### config.mk
export PLATFORM = sky130hd
export DESIGN_NAME = joystick_axis_autocal_map_top
export DESIGN_NICKNAME = d
export VERILOG_FILES = /design/src/rtl/core/jaam_pkg.sv /design/src/rtl/core/joystick_axis_autocal_map_top.sv /design/src/rtl/core/jaam_div.sv
export SDC_FILE = /design/constraint.sdc
export NUM_CORES = 1
export LEC_CHECK = 0
export ABC_AREA = 0
export ABC_CLOCK_PERIOD_IN_PS = 5000
export BUFFER_PORTS_ARGS = -buffer_cell sky130_fd_sc_hd__buf_4
export CAP_MARGIN = 20
export CELL_PAD_IN_SITES_DETAIL_PLACEMENT = 0
export CELL_PAD_IN_SITES_GLOBAL_PLACEMENT = 1
export CORE_ASPECT_RATIO = 2
export CORE_MARGIN = 1
export CORE_UTILIZATION = 46
export DETAILED_ROUTE_END_ITERATION = 6
export PLACE_DENSITY_LB_ADDON = 0.1
export SETUP_SLACK_MARGIN = 0.1
export SLEW_MARGIN = 10
export SYNTH_ARGS = -nofsm -noshare
export SYNTH_HDL_FRONTEND = slang
export SYNTH_SLANG_ARGS = --single-unit
export TNS_END_PERCENT = 20
### constraint.sdc
create_clock -name clk_i -period 5 [get_ports clk_i]
set_clock_uncertainty 0.15 [all_clocks]
set_input_delay 0.5 -clock clk_i [delete_from_list [all_inputs] [get_ports clk_i]]
set_output_delay 0.5 -clock clk_i [all_outputs]
set_load 0.01 [all_outputs]
### src/rtl/core/jaam_pkg.sv
// Shared widths, codes and types for the joystick axis calibration mapper.
package jaam_pkg;

  // Raw converter resolution and number of calibrated axes.
  localparam int ADC_BITS = 10;
  localparam int AXES     = 2;
  localparam int AXIS_W   = (AXES > 1) ? $clog2(AXES) : 1;

  // Field widths on the stream ports.
  localparam int SAMPLE_W   = ADC_BITS;
  localparam int S_TDATA_W  = ((SAMPLE_W + 7) / 8) * 8;
  localparam int S_TUSER_W  = 1 + AXIS_W;
  localparam int POS_W      = 8;
  localparam int M_TDATA_W  = 8;

  // Signed running min/max must also hold the reset values of +/-1000.
  localparam int RANGE_W  = ((ADC_BITS > 10) ? ADC_BITS : 10) + 2;
  localparam int CENTER_W = ADC_BITS + 1;

  // Divider: span and numerator fit in SAMPLE_W bits, the scaled
  // numerator is num * 127, and the quotient never exceeds 127.
  localparam int Q_W    = 7;
  localparam int DIVD_W = SAMPLE_W + Q_W;
  localparam int CNT_W  = $clog2(Q_W);

  localparam logic signed [RANGE_W-1:0] LOW_RESET  = RANGE_W'(1000);
  localparam logic signed [RANGE_W-1:0] HIGH_RESET = -RANGE_W'(1000);
  localparam logic [POS_W-1:0] UPPER_BASE      = POS_W'(128);
  localparam logic [POS_W-1:0] ZERO_SPAN_VALUE = POS_W'(127);

  // Request opcodes.
  localparam logic OP_SAMPLE = 1'b0;
  localparam logic OP_CENTER = 1'b1;

  // Status of the shared divider as seen by the sequencer.
  typedef struct packed {
    logic busy;
    logic done;
  } div_status_t;

endpackage

### src/rtl/core/joystick_axis_autocal_map_top.sv
// Top level of the joystick axis calibration mapper: sequencer and per-axis state.
//
// Usage: requests enter on the s_axis channel. tuser[0] is the opcode (sample or
// capture center) and tuser[1] selects the axis; tdata holds the raw converter
// reading. Every accepted sample request widens that axis's running minimum and
// maximum and yields one result on m_axis: tuser[0] is the axis, tdata the mapped
// byte (0..127 below center, 128..255 at or above). A capture request stores the
// reading as the axis center, widens the range and yields nothing.
// One request is handled at a time; s_axis_tready is high only while idle.
// A capture widens the range, stores the center and returns to idle. A sample
// widens the range, forms numerator and span, runs the shared one-bit-per-cycle
// divider and registers the result; the next request is taken only after that
// result has left on m_axis. A zero span skips the divider and returns 127.
// While m_axis_tvalid is high and m_axis_tready is low the result is held and no
// new request is taken. Reset clears the range to min 1000 / max -1000 and the
// center to zero for every axis and leaves the block idle.
module joystick_axis_autocal_map_top (
  input  logic                              clk_i,
  input  logic                              rst_ni,
  input  logic                              s_axis_tvalid,
  output logic                              s_axis_tready,
  input  logic [jaam_pkg::S_TDATA_W-1:0]    s_axis_tdata,  // [9:0] sample
  input  logic [jaam_pkg::S_TUSER_W-1:0]    s_axis_tuser,  // [0] opcode, [1] axis_select
  output logic                              m_axis_tvalid,
  input  logic                              m_axis_tready,
  output logic [jaam_pkg::M_TDATA_W-1:0]    m_axis_tdata,  // [7:0] position
  output logic [jaam_pkg::AXIS_W-1:0]       m_axis_tuser   // [0] axis_out
);

  typedef enum logic [4:0] {
    ST_IDLE  = 5'b00001,
    ST_WIDEN = 5'b00010,
    ST_PREP  = 5'b00100,
    ST_DIV   = 5'b01000,
    ST_OUT   = 5'b10000
  } state_e;

  state_e state_q, state_d;

  // Latched request.
  logic                              op_q;
  logic [jaam_pkg::AXIS_W-1:0]       axis_q;
  logic [jaam_pkg::SAMPLE_W-1:0]     smp_q;

  // Per-axis calibration state.
  logic signed [jaam_pkg::RANGE_W-1:0] low_q    [jaam_pkg::AXES];
  logic signed [jaam_pkg::RANGE_W-1:0] high_q   [jaam_pkg::AXES];
  logic [jaam_pkg::CENTER_W-1:0]       center_q [jaam_pkg::AXES];

  // Result registers.
  logic                              lower_q;
  logic [jaam_pkg::POS_W-1:0]        pos_q;

  logic                                s_acc;
  logic                                axis_ok;
  logic signed [jaam_pkg::RANGE_W-1:0] s_ext;
  logic signed [jaam_pkg::RANGE_W-1:0] c_ext;
  logic signed [jaam_pkg::RANGE_W-1:0] num_w;
  logic signed [jaam_pkg::RANGE_W-1:0] span_w;
  logic                                is_lower;
  logic [jaam_pkg::SAMPLE_W-1:0]       num;
  logic [jaam_pkg::SAMPLE_W-1:0]       span;
  logic [jaam_pkg::DIVD_W-1:0]         dividend;
  logic                                div_start;
  logic [jaam_pkg::Q_W-1:0]            quot;
  jaam_pkg::div_status_t               div_st;

  assign s_axis_tready = (state_q == ST_IDLE);
  assign s_acc         = s_axis_tvalid && s_axis_tready;
  assign axis_ok       = (int'(axis_q) < jaam_pkg::AXES);

  // Sample and center of the selected axis as signed values of the range width.
  assign s_ext = $signed(jaam_pkg::RANGE_W'(smp_q));
  assign c_ext = $signed(jaam_pkg::RANGE_W'(center_q[axis_q]));

  // After widening, min <= sample <= max, so numerator and span are both
  // nonnegative and fit in the sample width.
  always_comb begin
    is_lower = (s_ext < c_ext);
    if (is_lower) begin
      num_w  = s_ext - low_q[axis_q];
      span_w = c_ext - low_q[axis_q];
    end else begin
      num_w  = s_ext - c_ext;
      span_w = high_q[axis_q] - c_ext;
    end
    num      = num_w[jaam_pkg::SAMPLE_W-1:0];
    span     = span_w[jaam_pkg::SAMPLE_W-1:0];
    // num * 127 as a shift and one subtract.
    dividend = (jaam_pkg::DIVD_W'(num) << jaam_pkg::Q_W) - jaam_pkg::DIVD_W'(num);
  end

  assign div_start = (state_q == ST_PREP) && (span != '0);

  jaam_div u_div (
    .clk_i      (clk_i),
    .rst_ni     (rst_ni),
    .start_i    (div_start),
    .dividend_i (dividend),
    .divisor_i  (span),
    .quot_o     (quot),
    .status_o   (div_st)
  );

  always_comb begin
    state_d = state_q;
    case (state_q)
      ST_IDLE: begin
        if (s_acc) state_d = ST_WIDEN;
      end
      ST_WIDEN: begin
        if (!axis_ok || (op_q == jaam_pkg::OP_CENTER)) state_d = ST_IDLE;
        else                                          state_d = ST_PREP;
      end
      ST_PREP: begin
        if (span == '0) state_d = ST_OUT;
        else            state_d = ST_DIV;
      end
      ST_DIV: begin
        if (div_st.done) state_d = ST_OUT;
      end
      ST_OUT: begin
        if (m_axis_tready) state_d = ST_IDLE;
      end
      default: state_d = ST_IDLE;
    endcase
  end

  always_ff @(posedge clk_i or negedge rst_ni) begin
    if (!rst_ni) begin
      state_q <= ST_IDLE;
    end else begin
      state_q <= state_d;
    end
  end

  // Calibration state: widened on every request, center written on capture.
  always_ff @(posedge clk_i or negedge rst_ni) begin
    if (!rst_ni) begin
      for (int a = 0; a < jaam_pkg::AXES; a++) begin
        low_q[a]    <= jaam_pkg::LOW_RESET;
        high_q[a]   <= jaam_pkg::HIGH_RESET;
        center_q[a] <= '0;
      end
    end else if ((state_q == ST_WIDEN) && axis_ok) begin
      if (s_ext > high_q[axis_q]) high_q[axis_q] <= s_ext;
      if (s_ext < low_q[axis_q])  low_q[axis_q]  <= s_ext;
      if (op_q == jaam_pkg::OP_CENTER) begin
        center_q[axis_q] <= jaam_pkg::CENTER_W'(smp_q);
      end
    end
  end

  // Request and result payload.
  always_ff @(posedge clk_i) begin
    if (s_acc) begin
      op_q   <= s_axis_tuser[0];
      axis_q <= s_axis_tuser[jaam_pkg::AXIS_W:1];
      smp_q  <= s_axis_tdata[jaam_pkg::SAMPLE_W-1:0];
    end
    if (state_q == ST_PREP) begin
      lower_q <= is_lower;
      if (span == '0) pos_q <= jaam_pkg::ZERO_SPAN_VALUE;
    end
    if ((state_q == ST_DIV) && div_st.done) begin
      if (lower_q) pos_q <= jaam_pkg::POS_W'(quot);
      else         pos_q <= jaam_pkg::UPPER_BASE + jaam_pkg::POS_W'(quot);
    end
  end

  assign m_axis_tvalid = (state_q == ST_OUT);
  assign m_axis_tdata  = pos_q;
  assign m_axis_tuser  = axis_q;

  // A pending result blocks new requests.
  a_out_blocks_in : assert property (@(posedge clk_i) disable iff (!rst_ni)
    m_axis_tvalid |-> !s_axis_tready)
    else $error("request taken while a result is pending");

  // The divider only runs while the sequencer waits for it.
  a_div_in_div_state : assert property (@(posedge clk_i) disable iff (!rst_ni)
    div_st.busy |-> (state_q == ST_DIV))
    else $error("divider busy outside the divide state");

  // An accepted request always goes to the widening step next.
  a_accept_widens : assert property (@(posedge clk_i) disable iff (!rst_ni)
    (s_axis_tvalid && s_axis_tready) |=> (state_q == ST_WIDEN))
    else $error("accepted request did not start widening");

endmodule

### src/rtl/core/jaam_div.sv
// Restoring divider that produces one quotient bit per cycle.
module jaam_div (
  input  logic                            clk_i,
  input  logic                            rst_ni,
  input  logic                            start_i,
  input  logic [jaam_pkg::DIVD_W-1:0]     dividend_i,
  input  logic [jaam_pkg::SAMPLE_W-1:0]   divisor_i,
  output logic [jaam_pkg::Q_W-1:0]        quot_o,
  output jaam_pkg::div_status_t           status_o
);

  logic [jaam_pkg::DIVD_W-1:0] rem_q;
  logic [jaam_pkg::DIVD_W-1:0] dsr_q;
  logic [jaam_pkg::Q_W-1:0]    quot_q;
  logic [jaam_pkg::CNT_W-1:0]  cnt_q;
  logic                        busy_q;
  logic                        done_q;
  logic                        fits;

  // The shifted divisor walks down one bit per step; the quotient is
  // known to stay below 2**Q_W, so the first step starts at Q_W-1.
  assign fits = (rem_q >= dsr_q);

  always_ff @(posedge clk_i or negedge rst_ni) begin
    if (!rst_ni) begin
      busy_q <= 1'b0;
      done_q <= 1'b0;
      cnt_q  <= '0;
    end else begin
      done_q <= 1'b0;
      if (start_i) begin
        busy_q <= 1'b1;
        cnt_q  <= jaam_pkg::CNT_W'(jaam_pkg::Q_W - 1);
      end else if (busy_q) begin
        cnt_q <= cnt_q - 1'b1;
        if (cnt_q == '0) begin
          busy_q <= 1'b0;
          done_q <= 1'b1;
        end
      end
    end
  end

  always_ff @(posedge clk_i) begin
    if (start_i) begin
      rem_q  <= dividend_i;
      dsr_q  <= jaam_pkg::DIVD_W'(divisor_i) << (jaam_pkg::Q_W - 1);
      quot_q <= '0;
    end else if (busy_q) begin
      if (fits) begin
        rem_q <= rem_q - dsr_q;
      end
      quot_q <= {quot_q[jaam_pkg::Q_W-2:0], fits};
      dsr_q  <= dsr_q >> 1;
    end
  end

  assign quot_o          = quot_q;
  assign status_o.busy   = busy_q;
  assign status_o.done   = done_q;

endmodule
Yosys cells after proc, flatten, opt, wreduce, memory -nomap -nowiden
Cells that the tools add are included.
{"block": "word_totals", "wordCells": 100, "reg_bits": 141, "in_bits": 22}
{"block": "op_classes", "addsub": 8, "n_mux": 41, "reduce_logical": 17, "n_bitwise": 1, "eq_ne": 8, "order_cmp": 6}
{"cell": "$mux W12", "count": 7}
{"cell": "$mux W17", "count": 3}
{"cell": "$bwmux W24", "count": 2}
{"cell": "$mux W11", "count": 4}
{"cell": "$sub A10 B10 Y10", "count": 4}
{"cell": "$mux W16", "count": 2}
{"cell": "$mux W8", "count": 4}
{"cell": "$pmux W5 S5", "count": 1}
{"cell": "$bwmux W22", "count": 1}
{"cell": "$mux W10", "count": 2}
{"cell": "$mux W5", "count": 4}
{"cell": "$ge A17 B16 Y1", "count": 1}
{"cell": "$sub A17 B10 Y17", "count": 1}
{"cell": "$sub A17 B16 Y17", "count": 1}
{"cell": "$demux W12 S1", "count": 1}
{"cell": "$gt A11 B12 Y1", "count": 1}
{"cell": "$lt A11 B12 Y1", "count": 1}
{"cell": "$demux W11 S1", "count": 1}
{"cell": "$lt A10 B11 Y1", "count": 1}
{"cell": "$logic_not A10 Y1", "count": 1}
{"cell": "$reduce_and A2 Y1", "count": 5}
{"cell": "$reduce_bool A10 Y1", "count": 1}
{"cell": "$mux W3", "count": 3}
{"cell": "$add A8 B7 Y8 const A", "count": 1}
{"cell": "other kinds (15)", "count": 28}

Logic depth before layout (Yosys ltp)
Gate-level depths: netlist of the first run.
{"block": "depth", "word_depth": 10, "ltp_mapped": 24}

Modules after synthesis
From an unflattened synthesis of the first run, not the netlist that was laid out.
{"block": "hier_totals", "cells_unflattened": 904, "area_unflattened_um2": 9120.0}
{"mod": "joystick_axis_autocal_map_top", "area_each_um2": 6271.0, "instances": 1, "cells_each": 590, "seq_area_each_um2": 2331.0}
{"mod": "jaam_div", "area_each_um2": 2849.0, "instances": 1, "cells_each": 314, "seq_area_each_um2": 1196.1}

Worst setup path before layout of the first run
Ideal clock, no wire load.
{"block": "synth_timing", "path_type": "flip-flop to flip-flop", "startpoint": "register axis_q (netlist: m_axis_tuser)", "endpoint": "register u_div.rem_q[14] (netlist bit) (data pin)", "t_arrival_ps": 5249, "path_slack_ps": -659, "path_buffers": 6, "path_stages_with_launch": 25, "setup_time_ps": 260, "required_time_ps": 4590, "synth_period_minus_slack_ps": 5659, "path_cell_list": "edfxtp_1 -> clkbuf_1 -> buf_1 -> clkbuf_1 -> mux2i_1 -> ha_1 -> clkbuf_1 -> a21o_1 -> a21oi_1 -> nand2_4 -> inv_2 -> buf_6 -> clkbuf_1 -> nand2_1 -> nand2_1 -> inv_1 -> ha_1 -> and2_1 -> nand2_1 -> a21oi_1 -> a311o_1 -> o2111ai_1 -> nand3_1 -> xor2_1 -> mux2_2"}
{"block": "synth_between", "elab_chain_len": 9}
{"item": "from (decl)", "line": "joystick_axis_autocal_map_top.sv:42", "rtl": "logic [jaam_pkg::AXIS_W-1:0] axis_q;"}
{"item": "from (signal assigned)", "line": "joystick_axis_autocal_map_top.sv:158", "rtl": "axis_q <= s_axis_tuser[jaam_pkg::AXIS_W:1];"}
{"item": "$not A1 Y2 (implied by the code) (*)", "line": "joystick_axis_autocal_map_top.sv:74", "rtl": "assign c_ext = $signed(jaam_pkg::RANGE_W'(center_q[axis_q]));"}
{"item": "$mux W11 (implied by the code) (*) (3 in series)", "line": "joystick_axis_autocal_map_top.sv:74"}
{"item": "$lt A10 B11 Y1 (*)", "line": "joystick_axis_autocal_map_top.sv:79", "rtl": "is_lower = (s_ext < c_ext);"}
{"item": "named net is_lower", "line": "joystick_axis_autocal_map_top.sv:60", "rtl": "logic is_lower;"}
{"item": "parallel branches: the longest is 3 deep, another holds $sub A17 B10 Y17"}
{"item": "$mux W17 (*)", "line": "jaam_div.sv:45", "rtl": "if (start_i) begin"}
{"item": "to (signal assigned)", "line": "jaam_div.sv:46", "rtl": "rem_q <= dividend_i;"}
{"item": "to (signal assigned)", "line": "jaam_div.sv:51", "rtl": "rem_q <= rem_q - dsr_q;"}
{"item": "to (decl)", "line": "jaam_div.sv:12", "rtl": "logic [jaam_pkg::DIVD_W-1:0] rem_q;"}
Mark *: on every way through the listed nets, which the timed path passes. The select of a mux whose other input is x is not followed.
A chain may end at the register's enable or synchronous reset.

Worst setup path in the final report of the first run
{"block": "layout_timing", "startpoint": "register axis_q (netlist: m_axis_tuser)", "endpoint": "register u_div.rem_q[14] (netlist bit) (data pin)"}
{"block": "layout_between", "elab_chain_len": 9}
{"item": "$not A1 Y2 (implied by the code) (*)"}
{"item": "parallel branches: the longest is 7 deep, another holds $sub A17 B10 Y17"}
{"item": "$mux W17 (*)", "line": "jaam_div.sv:45"}
Every way passes the cells marked *. The select of a mux whose other input is x is not followed.

==> results of run 1 <==
## worst max-delay path, stage by stage (launching register included)
cell       delay (ns)
edfxtp_1         0.38
buf_12           0.21
mux2i_1          0.29
ha_1             0.30
a21o_1           0.21
or3_4            0.36
o2111ai_4        0.28
nand2_4          0.16
inv_2            0.09
nand2_1          0.06
nand2_1          0.13
inv_1            0.06
ha_1             0.35
and2_1           0.20
nand2_1          0.06
a21oi_1          0.04
a311o_1          0.35
o2111ai_1        0.13
nand3_1          0.12
xor2_1           0.18
mux2_2           0.27
## sequential cells by signal (all words and copies together), names as in the netlist, 3 cells and up
signal	cells
u_div.quot_o	7
u_div.cnt_q	3
low_q	20
high_q	22
m_axis_tdata	8
state_q	5
u_div.rem_q	17
smp_q	10
center_q	20
u_div.dsr_q	16
## through the flow
step,setup slack [ns],instance area [µm²]
after global routing,0.0694,10600
after detailed placement,0.409,9960
after CTS,0.375,10600
after global placement,0.420,9960
after floorplan,0.158,9240
final,0.329,10600
## worst paths after layout
check / slack, ns / endpoint / from / cells past startpoint
worst max register to register: 0.33 / u_div.rem_q[14]$_DFFE_PP_ / m_axis_tuser$_DFFE_PP_ / 20
min in group clk_i: 0.08 / smp_q[9]$_DFFE_PP_ / s_axis_tdata[9] / 1
worst min register to register: 0.32 / state_q[3]$_DFFE_PN0P_ / u_div.done_q$_DFF_PN0_ / 1
worst max-delay path: 0.33 / u_div.rem_q[14]$_DFFE_PP_ / m_axis_tuser$_DFFE_PP_ / 20
max in group asynchronous: 4.07 / u_div.busy_q$_DFF_PN0_ / rst_ni / 1
worst min-delay path: 0.01 / low_q[16]$_DFFE_PN0P_ / rst_ni / 1
## cell families (layout without fill, tap and decap cells)
kind of cell    after synthesis  in the layout  share of synthesized area [%]
buf+inv                      86            162                           3.92
flops                       133            133                           38.2
compound gates              162            162                           12.6
fa+ha+maj                    76             76                           10.7
mux                         133            133                           15.3
xor+xnor                     51             51                           5.14
simple gates                258            258                           14.1
## metal layers
metal  vias to the layer above  track usage (%)  routed length (µm)
li1                       3390                -                   -
met1                      3383             23.8                8450
met2                       136             49.4               14100
met3                        73             3.70                 563
met4                         0             18.2                1820
met5                         -                0                   0
## cells in the final DEF, fill, tap and decap left out, types with 16 or more instances in the layout
| cell type | n |
|---|---|
| a21oi_1 | 33 |
| buf_4 | 64 |
| clkbuf_16 | 18 |
| dfrtp_1 | 53 |
| dfstp_2 | 19 |
| edfxtp_1 | 48 |
| ha_1 | 71 |
| inv_1 | 63 |
| mux2_2 | 59 |
| mux2i_1 | 71 |
| nand2_1 | 52 |
| nand2b_1 | 16 |
| nand3_1 | 22 |
| nor2_1 | 80 |
| nor3_1 | 18 |
| o21ai_0 | 35 |
| xnor2_1 | 23 |
| xor2_1 | 26 |
## final cells by class
cell class              instances  area (µm²)  area share, %
multi-input cells             680        5350           50.5
well taps                     262         328           3.09
repair buffers                 66         520           4.91
clock buffers                  19         464           4.38
inverters                      64         240           2.27
flip-flops and latches        133        3530           33.3
clock inverters                13         168           1.58
==> flow_results.org, run 1 <==
** Die
- The core region is 19700 µm².
- The die is 202 µm tall.
- Initial Util :: 46.8%
- Die W :: 102 µm
- After floorplanning, the core was divided into 73 placement rows.
- Area enclosed by the die boundary :: 20700 µm²
- Top Ports :: 33

** Setup path
- For the worst setup path, the data required time is around 5 ns.
- STA classifies the critical path startpoint as a flip-flop.
- Sort of element at the end of the critical path :: flip-flop
- CP arrival :: approximately 4.7 ns
- Type of the worst setup path :: flip-flop to flip-flop
- Largest fanout on the critical path :: 24

** Global routing
- The initial antenna violation count is 0.
- Largest net degree at the start of global routing :: 73
- The via count of the first global-routing pass came to 7369.
- Wire length of the first global-routing pass :: 39.1 mm
- The total overflow left after global routing is 0.
- Global routing used about a quarter of the available tracks.

** Synth
- Summed instance area of the synthesized netlist :: 9230 µm²
- Avg Synthesized Cell Area :: 10.3 µm²
- Counting flops with an async set or reset pin after synthesis yields a share of between 50% and 60%.
- Most used flip-flop cell after synthesis :: dfrtp_1
- Area share of the largest cell type after synthesis :: ~16%
- Netlist cell types :: 79
- Yosys synthesis warning count :: 0
- Cell type with the highest aggregate area in the netlist :: edfxtp_1
- Synthesis produced a netlist whose cell count is 899.
- Counting every net in the synthesized netlist gives 997.
- Most repeated cell in the gate-level netlist after synthesis :: nor2_1
- Most numerous cell types in the synthesized netlist :: nor2_1, mux2i_1, ha_1, inv_1, mux2_2
- By area the synthesized netlist is led by edfxtp_1, dfrtp_1, ha_1, mux2i_1, mux2_2.
- Yosys mapped a number of flops with a built-in enable equal to 48.
- Post-synthesis sequential area ratio :: 38.2%
- Synthesis inferred 133 register bits.

** Placement
- Port-buffer cells :: 26
- Once placement completed, the tool counted placed cells totaling between 1000 and 1500.
- The congestion estimate from routability-driven global placement came to roughly 0.9.
- The HPWL after detailed placement is 20.1 mm.

** STA
- Slew at the pin closest to its max-slew limit :: 0.904 ns
- The final critical path takes up between 90 and 100% of the cycle.
- Finish-stage setup viols :: 0
- The final number of hold-violating endpoints came to 0.
- RSZ-0062 raised after global routing :: yes
- Final Max Slew Viols :: 0
- Highest clock rate :: 214 MHz
- Measured against its own limit, the worst slew margin works out to 39.7%.
- Worst hold slack :: 0.0118 ns
- Minimum period implied by the final worst setup slack :: 4.67 ns
- Setup total negative slack on the finished layout was measured at 0 ns.

** Drt
- Number of design rule violations left after detail routing :: 0
- Pre-antenna DRT Iters :: 4
- Number of antenna-violating nets in the routed design :: 0
- After detailed routing, the total wire length is 24.9 mm.
- For this block, the initial DRC count from the detailed router was ~200.
- For this block, the via count after detailed routing is 6982.
- Average via count per standard cell :: 5.64
- In the final routed layout, each cell accounts on average for 20.1 µm.

** CTS
- Clock Path Buffers :: 2
- Insertion delay to the later sink of the worst-skew pair :: roughly 0.44 ns
- Clock-pin slew was measured on the worst setup and hold paths at 0.06 ns.
- Clock Sinks :: 133
- Hold-fix buffers, CTS :: 0
- CTS root buf :: clkbuf_16
- Resize count post-CTS :: 0
- Clock tree synthesis inserted a total of 17 buffers.
- Level count of the clock H-tree :: 4
- Post-CTS timing repair inserted 0 buffers for setup.
- Clock tree from TritonCTS :: yes

** Min path
- Class of the tightest hold or removal check :: input port to async pin

** Cells and area
- The final layout contains 1060 nets.
- Cells with a size suffix above 1 make up 21.7% of the layout.
- After filler insertion, the fill cell instance count of the layout stands at 1810.
- Final Util :: 53.7%
- The number of antenna diodes in the final layout is 0.
- Non-filler cells, final :: 1237
- Growth of design area from synthesis to finish :: 14.9%

** Flow run
- Count of maximum capacitance violations :: 0

** Outcome
- The run finished with clean final reports.
Power of run 1 is left out: the tool's default activity adds up to more than one toggle a clock period on the data nets, which glitch-free logic cannot reach.
==> run 2: changes to the inputs <==
--- a/config.mk
+++ b/config.mk
@@ -6,14 +6,14 @@
 export NUM_CORES = 1
 export LEC_CHECK = 0
 export ABC_AREA = 0
-export ABC_CLOCK_PERIOD_IN_PS = 5000
+export ABC_CLOCK_PERIOD_IN_PS = 4700
 export BUFFER_PORTS_ARGS = -buffer_cell sky130_fd_sc_hd__buf_4
 export CAP_MARGIN = 20
 export CELL_PAD_IN_SITES_DETAIL_PLACEMENT = 0
 export CELL_PAD_IN_SITES_GLOBAL_PLACEMENT = 1
 export CORE_ASPECT_RATIO = 2
 export CORE_MARGIN = 1
-export CORE_UTILIZATION = 46
+export CORE_UTILIZATION = 50
 export DETAILED_ROUTE_END_ITERATION = 6
 export PLACE_DENSITY_LB_ADDON = 0.1
 export SETUP_SLACK_MARGIN = 0.1
==> constraint.sdc (replaced) <==
create_clock -name clk_i -period 4.7 [get_ports clk_i]
set_clock_uncertainty 0.15 [all_clocks]
set_input_delay 0.47 -clock clk_i [delete_from_list [all_inputs] [get_ports clk_i]]
set_output_delay 0.47 -clock clk_i [all_outputs]
set_load 0.01 [all_outputs]
==> run 2 against run 1 <==
Compared with the run above: the flow now finishes with violations (DRC); worst setup slack got worse by 0.13 ns; design area increased by 0.28%; global-route usage increased by 1.5 points; first-iteration DRC count increased by 25%; flip-flop and latch count unchanged; via count increased by 0.83%; maximum frequency increased by 3.9%; critical path depth decreased by 1; non-clock buffer count increased by 11; register-to-register slack got worse by 0.13 ns; wire length decreased by 0.68%; die area decreased by 7.9%.
==> flow_results.org, run 2 (synthesis gave the netlist of run 1 again) <==
** STA
- Worst max-slew margin expressed relative to the limit :: 40.5% (+0.78 points)
- The setup-violating endpoint count in the final report came to 0 (unchanged).
- The final number of hold-violating endpoints is 0 (unchanged).
- The upper clock frequency limit came to 222 MHz (+3.9%).
- Minimum period implied by the final worst setup slack :: 4.50 ns (-0.174 ns)
- The ratio of final minimum period to clock period came to 95.7% (+2.3 points).
- The count of pins over their slew limit was 0 (unchanged).
- Final total negative setup slack :: 0 ns (unchanged)
- The transition at the pin with the smallest max-transition slack was 0.892 ns (-0.0118 ns).
- RSZ-0062 raised after global routing :: yes

** Cells and area
- Register name with the most flops :: high_q
- The post-layout utilization of the core was 59.5% (+5.8 points).
- The cell area after layout is 10600 µm² (+0.28%).
- Most used cells in the layout excluding fill and tap cells :: nor2_1, buf_4, ha_1
- Non-filler cells, final :: 1200 (-3.0%)
- Final-stage net count :: 1072 (+1.1%)
- The flip-flop count of the largest register after layout is 22 (unchanged).
- In the final layout, the registers with the most flip-flops are high_q: 22 flops, center_q: 20 flops, low_q: 20 flops.
- Growth of design area from synthesis to finish :: 15.2%
- Most common cell after layout, fill and taps aside :: nor2_1
- Number of diodes added for antenna fixing :: 0 (unchanged)
- The fraction of layout instances using a drive strength above 1 came to 24.1% (+2.4 points).

** Placement
- The count of placed standard cells including taps came to 1160 (-3.7%).
- The half-perimeter wire length after detailed placement is 19.8 mm (-1.5%).
- The weighted congestion at the end of routability-driven global placement came to 0.973 (+11%).
- The total placed instance area was 9960 µm² (unchanged).
- Port-buffer cells :: 26 (unchanged)

** Setup path
- Worst Setup Start Kind :: flip-flop
- STA classifies the critical path endpoint as a flip-flop.
- Required time worst endpoint :: 4.73 ns (-0.31 ns)
- Cell with the largest stage delay on the worst path :: edfxtp_1
- Walking the worst path, the cells encountered are buf_12, mux2i_2, ha_1, nor2_1, a211oi_2, o41ai_1, buf_4, xnor2_1, mux2i_1, buf_4, ha_4, and2_1, nand2_1, a21oi_1, a311o_1, o2111ai_1, nand3_1, xor2_1, mux2_2.
- The largest driver fanout on the critical path was 17 (-29%).
- In this design, the critical path's most frequently occurring cell is buf_4.
- Slowest cell delay on critical path :: 0.38 ns (about the same)
- Type of the worst setup path :: flip-flop to flip-flop
- CP arrival :: 4.52 ns (-0.19 ns)

** Drt
- Iteration-0 DRC Markers :: 251 (+25%)
- Pre-antenna DRT Iters :: 6 (+2)
- The routed wirelength normalized by instance count is 20.6 µm (+2.4%).
- Number of design rule violations left after detail routing :: 1 (+1)
- Number of antenna-violating nets in the routed design :: 0 (unchanged)
- The number of vias per cell came to 5.87 (+3.9%).
- Total vias in the final route :: 7040 (+0.83%)
- The final routed wirelength across all metal layers came to 24.7 mm (-0.68%).

** Global routing
- The met3 track demand over resource in global routing was 3.32% (-0.38 points).
- The aggregate global-route resource usage is 27.4% (+1.5 points).
- The maximum number of pins on one net before global-route repair was 73 (unchanged).
- In this run the most used layer during global routing was met2.
- The initial antenna violation count is 0 (unchanged).
- The total grt overflow is 0 (unchanged).
- The met1 track demand over resource in global routing was 25.6% (+1.7 points).
- Wire length of the first global-routing pass :: 38.9 mm (-0.39%)
- Global routing usage on met2 :: 53.6% (+4.2 points)
- The via count of the first global-routing pass was 7295 (-1.0%).

** Min path
- The path class of the tightest hold or removal check is input port to async pin.

** Die
- Top Ports :: 33 (unchanged)
- The die extent in y is 194 µm (-4.0%).
- The site row count came to 69 (-5.5%).
- The area of the die is 19000 µm² (-7.9%).
- Core region area :: 17900 µm² (-9.4%)
- The initial core utilization is 51.6% (+4.9 points).
- The die width came to 98.1 µm (-4.0%).

** CTS
- Clock tree from TritonCTS :: yes
- The clock insertion delay at the later pin of the skew report came to 0.42 ns (-0.02 ns).
- Clock Sinks :: 133 (unchanged)
- Level count of the clock H-tree :: 4 (unchanged)
- The deepest clock path buffer count was 2 (unchanged).
- Hold-fix buffers, CTS :: 0 (unchanged)
- Number of CTS-inserted buffers :: 17 (unchanged)
- In this run the clock root is driven by a clkbuf_16.
- Clock transition at path regs :: 0.06 ns (about the same)

** Outcome
- Violated checks :: DRC
- The flow ran to the end, but the final reports show violations.

** Flow run
- The max-capacitance violation count came to 0 (unchanged).
-- run 2: worst max-delay path, delay by kind of cell (launching register included) --
family | cells | cell delay (ns)
AOI/OAI and AO/OA | 5 | 0.99
xor gates and xnor gates | 2 | 0.28
adders and majority gates | 2 | 0.59
buffers and inverters | 3 | 0.54
DFF | 1 | 0.38
muxes | 3 | 0.72
and+or+nand+nor | 4 | 0.55
-- run 2: through the flow --
step                setup WS [ns]  hold WS [ns]
floorplan                   0.154        0.0244
global placement            0.113         0.301
detailed placement        -0.0466         0.298
CTS                        0.0401        0.0326
global route               0.0746        0.0557
finish                      0.204       0.00402
-- run 2: path summary, 6_finish.rpt --
check / start / end / slack [ns] / depth (start not counted)
setup reg to reg: m_axis_tuser$_DFFE_PP_ / u_div.rem_q[14]$_DFFE_PP_ / 0.20 / 19
min in group clk_i: s_axis_tdata[4] / smp_q[4]$_DFFE_PP_ / 0.07 / 1
max in group asynchronous: rst_ni / u_div.cnt_q[0]$_DFFE_PN0P_ / 3.79 / 1
setup / recovery: m_axis_tuser$_DFFE_PP_ / u_div.rem_q[14]$_DFFE_PP_ / 0.20 / 19
hold / removal: rst_ni / low_q[4]$_DFFE_PN0P_ / 0.004 / 1
hold reg to reg: u_div.done_q$_DFF_PN0_ / state_q[3]$_DFFE_PN0P_ / 0.33 / 1
-- run 2: repair_timing --
action | 4_1_cts | 5_1_grt
pin swaps | 1 | 4
setup buffers | 0 | 7
cloned | 1 | 0
endpoints found under the setup margin | 8 | 53
gates resized for setup | 0 | 14
-- run 2: cell type report --
| cell class | count | area (µm²) |
|---|---|---|
| Clock buffer | 19 | 433 |
| Clock inverter | 13 | 126 |
| Fill cell | 1537 | 7240 |
| Inverter | 64 | 240 |
| Multi-Input combinational cell | 681 | 5450 |
| Sequential cell | 133 | 3530 |
| Tap cell | 213 | 267 |
| Timing Repair Buffer | 77 | 591 |
-- run 2: layer usage --
metal,up-vias,wire length [µm]
met4,0,1690
li1,3404,-
met5,-,0
met1,3409,8530
met2,149,14000
met3,78,477
Power of run 2 is left out for the same reason.
